<file path="src/kpl_pkg.sv">
`timescale 1ns / 1ps
// Shared constants, key map and verdict codes for the keypad combination lock.
package kpl_pkg;

    localparam logic [15:0] PASSWORD_RESET = 16'd5892;
    localparam logic [3:0]  EQUALS_KEY     = 4'd11;

    typedef enum logic [1:0] {
        VERDICT_NONE      = 2'd0,
        VERDICT_CORRECT   = 2'd1,
        VERDICT_INCORRECT = 2'd2
    } verdict_t;

    // Active-low drive pattern for each column.
    function automatic logic [3:0] col_pattern(input logic [1:0] col);
        logic [3:0] pat;
        unique case (col)
            2'd0: pat = 4'hE;
            2'd1: pat = 4'hD;
            2'd2: pat = 4'hB;
            2'd3: pat = 4'h7;
            default: pat = 4'hE;
        endcase
        return pat;
    endfunction

    // Key code for a column and a row.
    function automatic logic [3:0] key_map(input logic [1:0] col, input logic [1:0] row);
        logic [3:0] code;
        unique case ({col, row})
            4'h0: code = 4'd7;
            4'h1: code = 4'd4;
            4'h2: code = 4'd1;
            4'h3: code = 4'd10;
            4'h4: code = 4'd8;
            4'h5: code = 4'd5;
            4'h6: code = 4'd2;
            4'h7: code = 4'd0;
            4'h8: code = 4'd9;
            4'h9: code = 4'd6;
            4'hA: code = 4'd3;
            4'hB: code = 4'd11;
            4'hC: code = 4'd12;
            4'hD: code = 4'd13;
            4'hE: code = 4'd14;
            4'hF: code = 4'd15;
            default: code = 4'd0;
        endcase
        return code;
    endfunction

endpackage

</file>
<file path="src/keypad_scan_password_lock.sv">
`timescale 1ns / 1ps
// Keypad scanner with combination lock: input register, scan/lock logic, result register.
//
// Usage:
//   Input channel (in_valid / in_stall / row_lines): one word per scan tick,
//   the active-low row lines sampled under the column last shown on
//   column_drive. Output channel (out_valid / out_stall / result fields):
//   one result word per input word, in order.
//   Config channel (cfg_valid / cfg_ready / password_value): cfg_ready is
//   always high; write the password only while the block is idle.
// Pipeline: an accepted word passes through the input register and then the
//   result register, where it waits to be taken (one input register, one result
//   register).
// Throughput: one word per cycle while out_stall is low; the scan and entry update is a single
//   combinational pass between the two registers.
// Stall: out_stall holds the result register and, when the input register is
//   also full, raises in_stall at once; no word is lost or repeated.
// Reset: scan restarts at the first column, entry and lock state clear,
//   password returns to 5892, both pipeline registers empty.
// Once unlocked, the scan and entry freeze until reset and every result
//   reports verdict correct.
module keypad_scan_password_lock
    import kpl_pkg::*;
(
    input  logic        clk,
    input  logic        rst_n,
    input  logic        in_valid,
    output logic        in_stall,
    input  logic [3:0]  row_lines,
    output logic        out_valid,
    input  logic        out_stall,
    output logic [3:0]  column_drive,
    output logic        key_valid,
    output logic [3:0]  key_code,
    output logic [15:0] entry_value,
    output logic [1:0]  verdict,
    output logic        unlocked,
    input  logic        cfg_valid,
    output logic        cfg_ready,
    input  logic [15:0] password_value
);

    logic [15:0] password_reg;

    logic        s1_valid_reg;
    logic [3:0]  s1_rows_reg;
    logic        s1_move;

    logic [1:0]  col_reg,      col_next;
    logic        waiting_reg,  waiting_next;
    logic [3:0]  held_rows_reg, held_rows_next;
    logic [3:0]  held_key_reg, held_key_next;
    logic [15:0] entry_reg,    entry_next;
    logic        open_reg,     open_next;

    logic        out_valid_reg;
    logic [3:0]  column_drive_reg;
    logic        key_valid_reg;
    logic [3:0]  key_code_reg;
    logic [15:0] entry_value_reg;
    verdict_t    verdict_reg;

    logic        res_key_valid;
    logic [3:0]  res_key_code;
    verdict_t    res_verdict;

    logic        single_low;
    logic [1:0]  low_row;

    assign cfg_ready = 1'b1;

    always_ff @(posedge clk or negedge rst_n)
    begin
        if (!rst_n)
        begin
            password_reg <= PASSWORD_RESET;
        end
        else if (cfg_valid && cfg_ready)
        begin
            password_reg <= password_value;
        end
    end

    // Advance the input register into the result register when the latter frees up.
    assign s1_move  = s1_valid_reg && (!out_valid_reg || !out_stall);
    assign in_stall = s1_valid_reg && !s1_move;

    always_ff @(posedge clk or negedge rst_n)
    begin
        if (!rst_n)
        begin
            s1_valid_reg <= 1'b0;
        end
        else if (!in_stall)
        begin
            s1_valid_reg <= in_valid;
        end
    end

    always_ff @(posedge clk)
    begin
        if (in_valid && !in_stall)
        begin
            s1_rows_reg <= row_lines;
        end
    end

    always_comb
    begin
        single_low = 1'b1;
        low_row    = 2'd0;
        unique case (s1_rows_reg)
            4'hE: low_row = 2'd0;
            4'hD: low_row = 2'd1;
            4'hB: low_row = 2'd2;
            4'h7: low_row = 2'd3;
            default: single_low = 1'b0;
        endcase
    end

    always_comb
    begin
        col_next       = col_reg;
        waiting_next   = waiting_reg;
        held_rows_next = held_rows_reg;
        held_key_next  = held_key_reg;
        entry_next     = entry_reg;
        open_next      = open_reg;
        res_key_valid  = 1'b0;
        res_key_code   = 4'd0;
        res_verdict    = VERDICT_NONE;
        priority if (open_reg)
        begin
            res_verdict = VERDICT_CORRECT;
        end
        else if (!waiting_reg)
        begin
            if (single_low)
            begin
                held_key_next  = key_map(col_reg, low_row);
                held_rows_next = s1_rows_reg;
                waiting_next   = 1'b1;
            end
            else
            begin
                col_next = col_reg + 2'd1;
            end
        end
        else if (s1_rows_reg != held_rows_reg)
        begin
            // Release: report the held key and restart the scan.
            res_key_valid = 1'b1;
            res_key_code  = held_key_reg;
            waiting_next  = 1'b0;
            col_next      = 2'd0;
            if (held_key_reg == EQUALS_KEY)
            begin
                if (entry_reg == password_reg)
                begin
                    open_next   = 1'b1;
                    res_verdict = VERDICT_CORRECT;
                end
                else
                begin
                    entry_next  = 16'd0;
                    res_verdict = VERDICT_INCORRECT;
                end
            end
            else
            begin
                entry_next = (entry_reg << 3) + (entry_reg << 1) + {12'd0, held_key_reg};
            end
        end
        else
        begin
            // Same pattern while the key is down: keep waiting.
            waiting_next = 1'b1;
        end
    end

    always_ff @(posedge clk or negedge rst_n)
    begin
        if (!rst_n)
        begin
            col_reg       <= 2'd0;
            waiting_reg   <= 1'b0;
            held_rows_reg <= 4'd0;
            held_key_reg  <= 4'd0;
            entry_reg     <= 16'd0;
            open_reg      <= 1'b0;
            out_valid_reg <= 1'b0;
        end
        else
        begin
            if (s1_move)
            begin
                col_reg       <= col_next;
                waiting_reg   <= waiting_next;
                held_rows_reg <= held_rows_next;
                held_key_reg  <= held_key_next;
                entry_reg     <= entry_next;
                open_reg      <= open_next;
                out_valid_reg <= 1'b1;
            end
            else if (!out_stall)
            begin
                out_valid_reg <= 1'b0;
            end
        end
    end

    always_ff @(posedge clk)
    begin
        if (s1_move)
        begin
            column_drive_reg <= col_pattern(col_next);
            key_valid_reg    <= res_key_valid;
            key_code_reg     <= res_key_code;
            entry_value_reg  <= entry_next;
            verdict_reg      <= res_verdict;
        end
    end

    assign out_valid    = out_valid_reg;
    assign column_drive = column_drive_reg;
    assign key_valid    = key_valid_reg;
    assign key_code     = key_code_reg;
    assign entry_value  = entry_value_reg;
    assign verdict      = verdict_reg;
    assign unlocked     = open_reg;

    // Once open, the lock stays open until reset.
    a_open_sticky: assert property (@(posedge clk) disable iff (!rst_n)
        open_reg |=> open_reg)
        else $error("lock relocked without reset");

    // An open lock always reports the correct verdict.
    a_open_verdict: assert property (@(posedge clk) disable iff (!rst_n)
        (out_valid_reg && open_reg) |-> (verdict_reg == VERDICT_CORRECT))
        else $error("open lock reported a wrong verdict");

    // No key code without a release.
    a_code_needs_key: assert property (@(posedge clk) disable iff (!rst_n)
        (out_valid_reg && !key_valid_reg) |-> (key_code_reg == 4'd0))
        else $error("key code without release");

    // Exactly one column is driven low.
    a_one_column: assert property (@(posedge clk) disable iff (!rst_n)
        out_valid_reg |-> ($countones(~column_drive_reg) == 1))
        else $error("column drive not one-cold");

    // The scan state moves only with a word leaving the input register.
    a_state_hold: assert property (@(posedge clk) disable iff (!rst_n)
        !s1_move |=> ($stable(col_reg) && $stable(entry_reg) && $stable(waiting_reg)))
        else $error("scan state changed without a word");

endmodule
</file>
<file path="config.mk">
export PLATFORM = sky130hd
export DESIGN_NAME = keypad_scan_password_lock
export DESIGN_NICKNAME = d
export VERILOG_FILES = /design/src/kpl_pkg.sv /design/src/keypad_scan_password_lock.sv
export SDC_FILE = /design/constraint.sdc
export NUM_CORES = 1
export LEC_CHECK = 0
export ABC_AREA = 1
export ABC_CLOCK_PERIOD_IN_PS = 6000
export BUFFER_PORTS_ARGS = -buffer_cell sky130_fd_sc_hd__buf_2
export CAP_MARGIN = 20
export CORE_UTILIZATION = 60
export DETAILED_ROUTE_END_ITERATION = 6
export PLACE_DENSITY = 0.83
export SYNTH_ARGS = -nofsm -noshare
export SYNTH_HDL_FRONTEND = slang
export SYNTH_SLANG_ARGS = --single-unit
</file>
<file path="constraint.sdc">
create_clock -name clk -period 6 [get_ports clk]
set_clock_uncertainty 0.05 [all_clocks]
set_input_delay 1.2 -clock clk [delete_from_list [all_inputs] [get_ports clk]]
set_output_delay 1.2 -clock clk [all_outputs]
set_load 0.01 [all_outputs]
</file>
==> Word-level counts from Yosys, hierarchy flattened <==
Memories as Yosys holds them, arrays and structs flattened. A register that Yosys moved wholly into a read port is not among the register bits.
Cells that the tools add are included.
{ "classes": {"add_sub_neg": 3, "n_mux": 27, "reduce_logical": 16, "eq_ne": 11, "bitwise_logic": 4} }
{ "ops": {"columns": ["cell", "n"], "rows": [
  ["16-bit 2-to-1 mux", 5],
  ["16-bit adder", 1],
  ["16-bit by 4-bit adder with 16-bit output", 1],
  ["16-bit equality test", 1],
  ["4-bit equality test (second input constant)", 4],
  ["4-bit case mux with 4 select lines", 1],
  ["1-bit 2-to-1 mux", 15],
  ["2-bit 2-to-1 mux", 5],
  ["4-bit OR reduction", 2],
  ["2-bit case mux with 3 select lines", 1],
  ["1-bit zero test", 5],
  ["2-bit equality test (second input constant)", 2],
  ["4-bit by 3-bit equality test with 1-bit output (second input constant)", 1],
  ["4-bit inequality test", 1],
  ["1-bit inverter", 4],
  ["4-bit AND reduction", 1],
  ["1-bit logical AND", 3],
  ["3-bit OR reduction", 1],
  ["2-bit by 1-bit adder with 2-bit output (second input constant)", 1],
  ["2-bit by 1-bit equality test with 1-bit output (second input constant)", 1],
  ["2-bit zero test", 1],
  ["2-bit by 1-bit inequality test with 1-bit output (second input constant)", 1],
  ["2-bit AND reduction", 1],
  ["2-bit OR reduction", 1],
  ["1-bit logical OR", 1]
]} }
{ "totals": {"romBits": 64, "wordCells": 77, "ff_bits": 73, "memories": 1, "in_bits": 25, "out_inout_bits": 31} }
{ "memory_table": {"columns": ["name", "depth", "word_bits", "rd", "rd_ports_with_merged_regs", "wr", "line", "rtl"], "rows": [
  ["(name not given)", 16, 4, 1, 1, 0, "kpl_pkg.sv:30", "unique case ({col, row})"]
]} }

==> Logic depth before layout (Yosys ltp) <==
{ "logic_depth": {"word_depth": 8, "depth_mapped": 15, "depth_no_buf": 15} }

==> Worst setup path after synthesis <==
OpenSTA, ideal clock, no wires.
{ "synth_path": {"kind": "input port to output port", "startpoint": "input port out_stall", "endpoint": "output port in_stall", "path_buffers": 0, "required_time_ns": 4.750, "path_stages": 2, "t_arrival_ns": 1.462, "slack_ns": 3.288, "path_cell_list": "nand2_1 nor2_1"} }
{ "synth_between": {"elab_chain_len": 5} }
{ "synth_rtl": {"columns": ["item", "line", "rtl"], "rows": [
  ["start: declaration", "keypad_scan_password_lock.sv:31", "input logic out_stall,"],
  ["1-bit zero test", null, null],
  ["1-bit logical OR", "keypad_scan_password_lock.sv:85", "assign s1_move = s1_valid_reg && (!out_valid_reg || !out_stall);"],
  ["1-bit logical AND", "keypad_scan_password_lock.sv:85", null],
  ["1-bit zero test", "keypad_scan_password_lock.sv:86", "assign in_stall = s1_valid_reg && !s1_move;"],
  ["1-bit logical AND", "keypad_scan_password_lock.sv:86", null],
  ["end: declaration", "keypad_scan_password_lock.sv:28", "output logic in_stall,"]
]} }
No other way between the ends.

==> Final worst setup path <==
{ "layout_path": {"startpoint": "input port out_stall", "endpoint": "register held_key_reg[3]"} }
{ "layout_between": {"elab_chain_len": 4} }
{ "layout_rtl": {"columns": ["item", "line", "rtl"], "rows": [
  ["1-bit zero test", null, null],
  ["1-bit logical OR", "keypad_scan_password_lock.sv:85", null],
  ["1-bit logical AND", "keypad_scan_password_lock.sv:85", null],
  ["4-bit AND reduction (no line)", null, null],
  ["end: declaration", "keypad_scan_password_lock.sv:52", "logic [3:0] held_key_reg, held_key_next;"]
]} }
No other way between the ends.
A chain may end at the register's enable or synchronous reset.

==> metrics.md <==
| Metric | Value |
|---|---|
| Status | finished, final reports clean |
| Internal power | 875 uW |
| CTS tree | yes |
| Yosys reg bits | 77 |
| Worst min-delay path startpoint | s1_valid_reg |
| Synth async-reset ratio | 59.7% |
| Detailed-route via count | 3,967 |
| Wire length of the first global-routing pass | 17.4 mm |
| Hold crit path type | reg2reg |
| DRC violations left | 0 |
| Startpoint types | primary input |
| Max-cap viol count | 0 |
| Comb power frac | 12.9% |
| # rows | 32 |
| WHS Path Cells | 2 |
| Max-slew headroom | 62.7% |
| Number of H-tree levels | 3 |
| Hold Buf Count CTS | 0 |
| Worst Path Class, Setup | in2reg |
| Req. time, crit path | 6.20 ns |
| Post-synth EDFFs | 31 |
| Worst-path clk slew | 0.07 ns |
| Layout cell share with drive strength beyond 1 | 19.8% |
| Worst-case clock buffer depth | 2 |
| DRT Pass-1 Iters | 5 |
| Top-level I/O count | 56 |
| Endpoints failing setup | 0 |
| Setup crit start | out_stall |
| Share of power burned in registers | 51.4% |
| Initial antenna violation count | 0 |
| Most frequent cell after synthesis | nand2_1 |
| Hpwl dp | 7.51 mm |
| Synth Instances | 591 |
| Die W | 91.4 um |
| Final #Nets | 705 |
| Power Density | 223 nW/um^2 |
| Tcrit/Tclk final | 53.6% |
| Share of the synthesized area in the top cell type | 21.4% |
| Vias in the first global route | 3,850 |
| Slew Viols, Final | 0 |
| R2R depth | 11 |
| Post-CTS Resized | 0 |
| Final Hold Viols | 0 |
| Leak Pwr | 0.00281 uW |
| Reg-to-Reg End | entry_value[14] |
| Pwr Total | 1190 uW |
| Net switching power | 315 uW |
| Root Buffer | clkbuf_8 |
| Slew @ Worst Pin | 0.559 ns |
| Max rail drop VDD | 0.191 mV |
| PortBufs | 54 |
| # clock sinks | 77 |
| Core Box Area | 7730 um^2 |
| Area Overhead vs Synth | 11.3% |
| Critical Path End Type | register |
| Switching share of total power | 26.5% |
| Post-Syn Nets | 650 |
| Starting Density | 62.1% |
| Tot GR Track Use | 26.6% |
| Vias per cell | 5.27 |
| Max Freq | 311 MHz |
| Iter 0 DRT Violations | 204 |
| Synth Warn # | 0 |
| CP arrival | 3.42 ns |
| Fin Setup TNS | 0 ns |
| R2R setup slack | 3.31 ns |
| Largest net degree at the start of global routing | 47 |
| Main area contributors after synthesis | dfrtp_1 21%, edfxtp_1 19%, nand2_1 16%, ha_1 8.3%, inv_1 6.5% |
| Antenna viol nets, final | 0 |
| Sequential fraction of the synthesis area | 43.5% |
| Fin crit period | 3.21 ns |
| Gr ovfl total | 0 |
| Diodes inserted | 0 |
| Area of the die | 8360 um^2 |
| Synth top cells by count | 203 x nand2_1, 83 x inv_1, 41 x dfrtp_1 |
| Total CTS buffers | 9 |
| Synthesized cell area | 4800 um^2 |
| Postcts setup bufs | 0 |
| RSZ-0062 raised after global routing | no |
| Syn avg cell area | 8.12 um^2 |
| Top_reg_cell synth | dfrtp_1 |
| Final wirelength | 10.3 mm |
| Clock Power Share | 35.6% |
| Routed wire per std cell | 13.6 um |
| CP Capture Point | held_key_reg[3] |
| Maximum fanout along the worst path | 45 |
| Library cells used by synthesis | 37 |
| Skew-Pair Late Insertion Delay | 0.35 ns |
| Cell taking the most area after synthesis | dfrtp_1 |
| Reg2reg start | entry_reg[0] |
| Die Ht | 91.4 um |
| GP Congestion | 0.867 |
worst max-delay path: stages:
cell and delay (ns):
buf_2 0.09, nand2_1 0.09, inv_1 0.07, nor2_4 0.07
buf_4 0.46, inv_2 0.31, nor2_2 0.18, inv_1 0.05
nor2_1 0.10, nand2_1 0.33, inv_1 0.20, o211ai_1 0.12
o21ai_0 0.11
metal layers:
metal	GRT usage [%]	up-vias	wire length, um
met3	6.11	14	537
met2	46.1	124	5080
met1	33.2	1866	4510
met5	0	-	0
li1	-	1963	-
met4	7.54	0	150
power by group through the flow:
stage	registers, uW	logic (uW)	clock network (uW)
after floorplan	620	97.3	0
after global placement	621	145	0
after detailed placement	622	153	0
after CTS	612	153	430
after global routing	615	173	450
final	612	154	424
kinds of logic (layout without fill, tap and decap cells):
logic type | Yosys count | in the layout | synth area share [%]
DFF | 77 | 77 | 43.5
and+or+nand+nor | 320 | 320 | 30.2
AOI/OAI and AO/OA | 48 | 48 | 5.92
xor gates and xnor gates | 12 | 12 | 2.19
other | 1 | 1 | 0.0782
buffers and inverters | 99 | 159 | 8.89
adders and majority gates | 34 | 34 | 9.18
cells in the final DEF (no fill, tap or decap), drive strengths merged, types with 3 or more instances in the layout:
cell type | synthesis | final
ha | 32 | 32
inv | 87 | 87
buf | 6 | 56
dfrtp | 41 | 41
or2 | 3 | 3
xor2 | 11 | 11
nand4 | 5 | 5
dfstp | 5 | 5
nand3 | 40 | 40
o21ai | 34 | 34
clkbuf | 6 | 10
a21oi | 9 | 9
nand2 | 228 | 228
nor2 | 40 | 40
edfxtp | 31 | 31
per-stage QoR:
stage | instance area (um^2) | setup slack [ns] | hold WS (ns) | utilization [%] | std cells
after floorplan | 4800 | 3.29 | 0.415 | - | 591
after global placement | 5100 | 2.67 | 0.430 | 66.0 | 736
after detailed placement | 5100 | 2.48 | 0.441 | 66.0 | 736
after CTS | 5320 | 2.83 | 0.459 | 68.8 | 752
after global routing | 5340 | 2.62 | 0.483 | 69.1 | 753
final | 5340 | 2.79 | 0.453 | 69.1 | 753
worst min-delay path by stage:
| stage | endpoint | slack [ns] |
|---|---|---|
| finish | out_valid | 0.45 |
| global route | out_valid | 0.48 |
| CTS | password_reg[2] | 0.46 |
| detailed placement | held_rows_reg[1] | 0.44 |
| global placement | password_reg[8] | 0.43 |
| floorplan | out_valid | 0.42 |
layout make-up:
type,instances,area (um^2)
Clock buffer,10,128
Clock inverter,6,87.6
Fill cell,606,2390
Inverter,87,327
Multi-Input combinational cell,415,2280
Sequential cell,77,2090
Tap cell,102,128
Timing Repair Buffer,56,298
No activity file was read; power rests on OpenSTA's default activity.
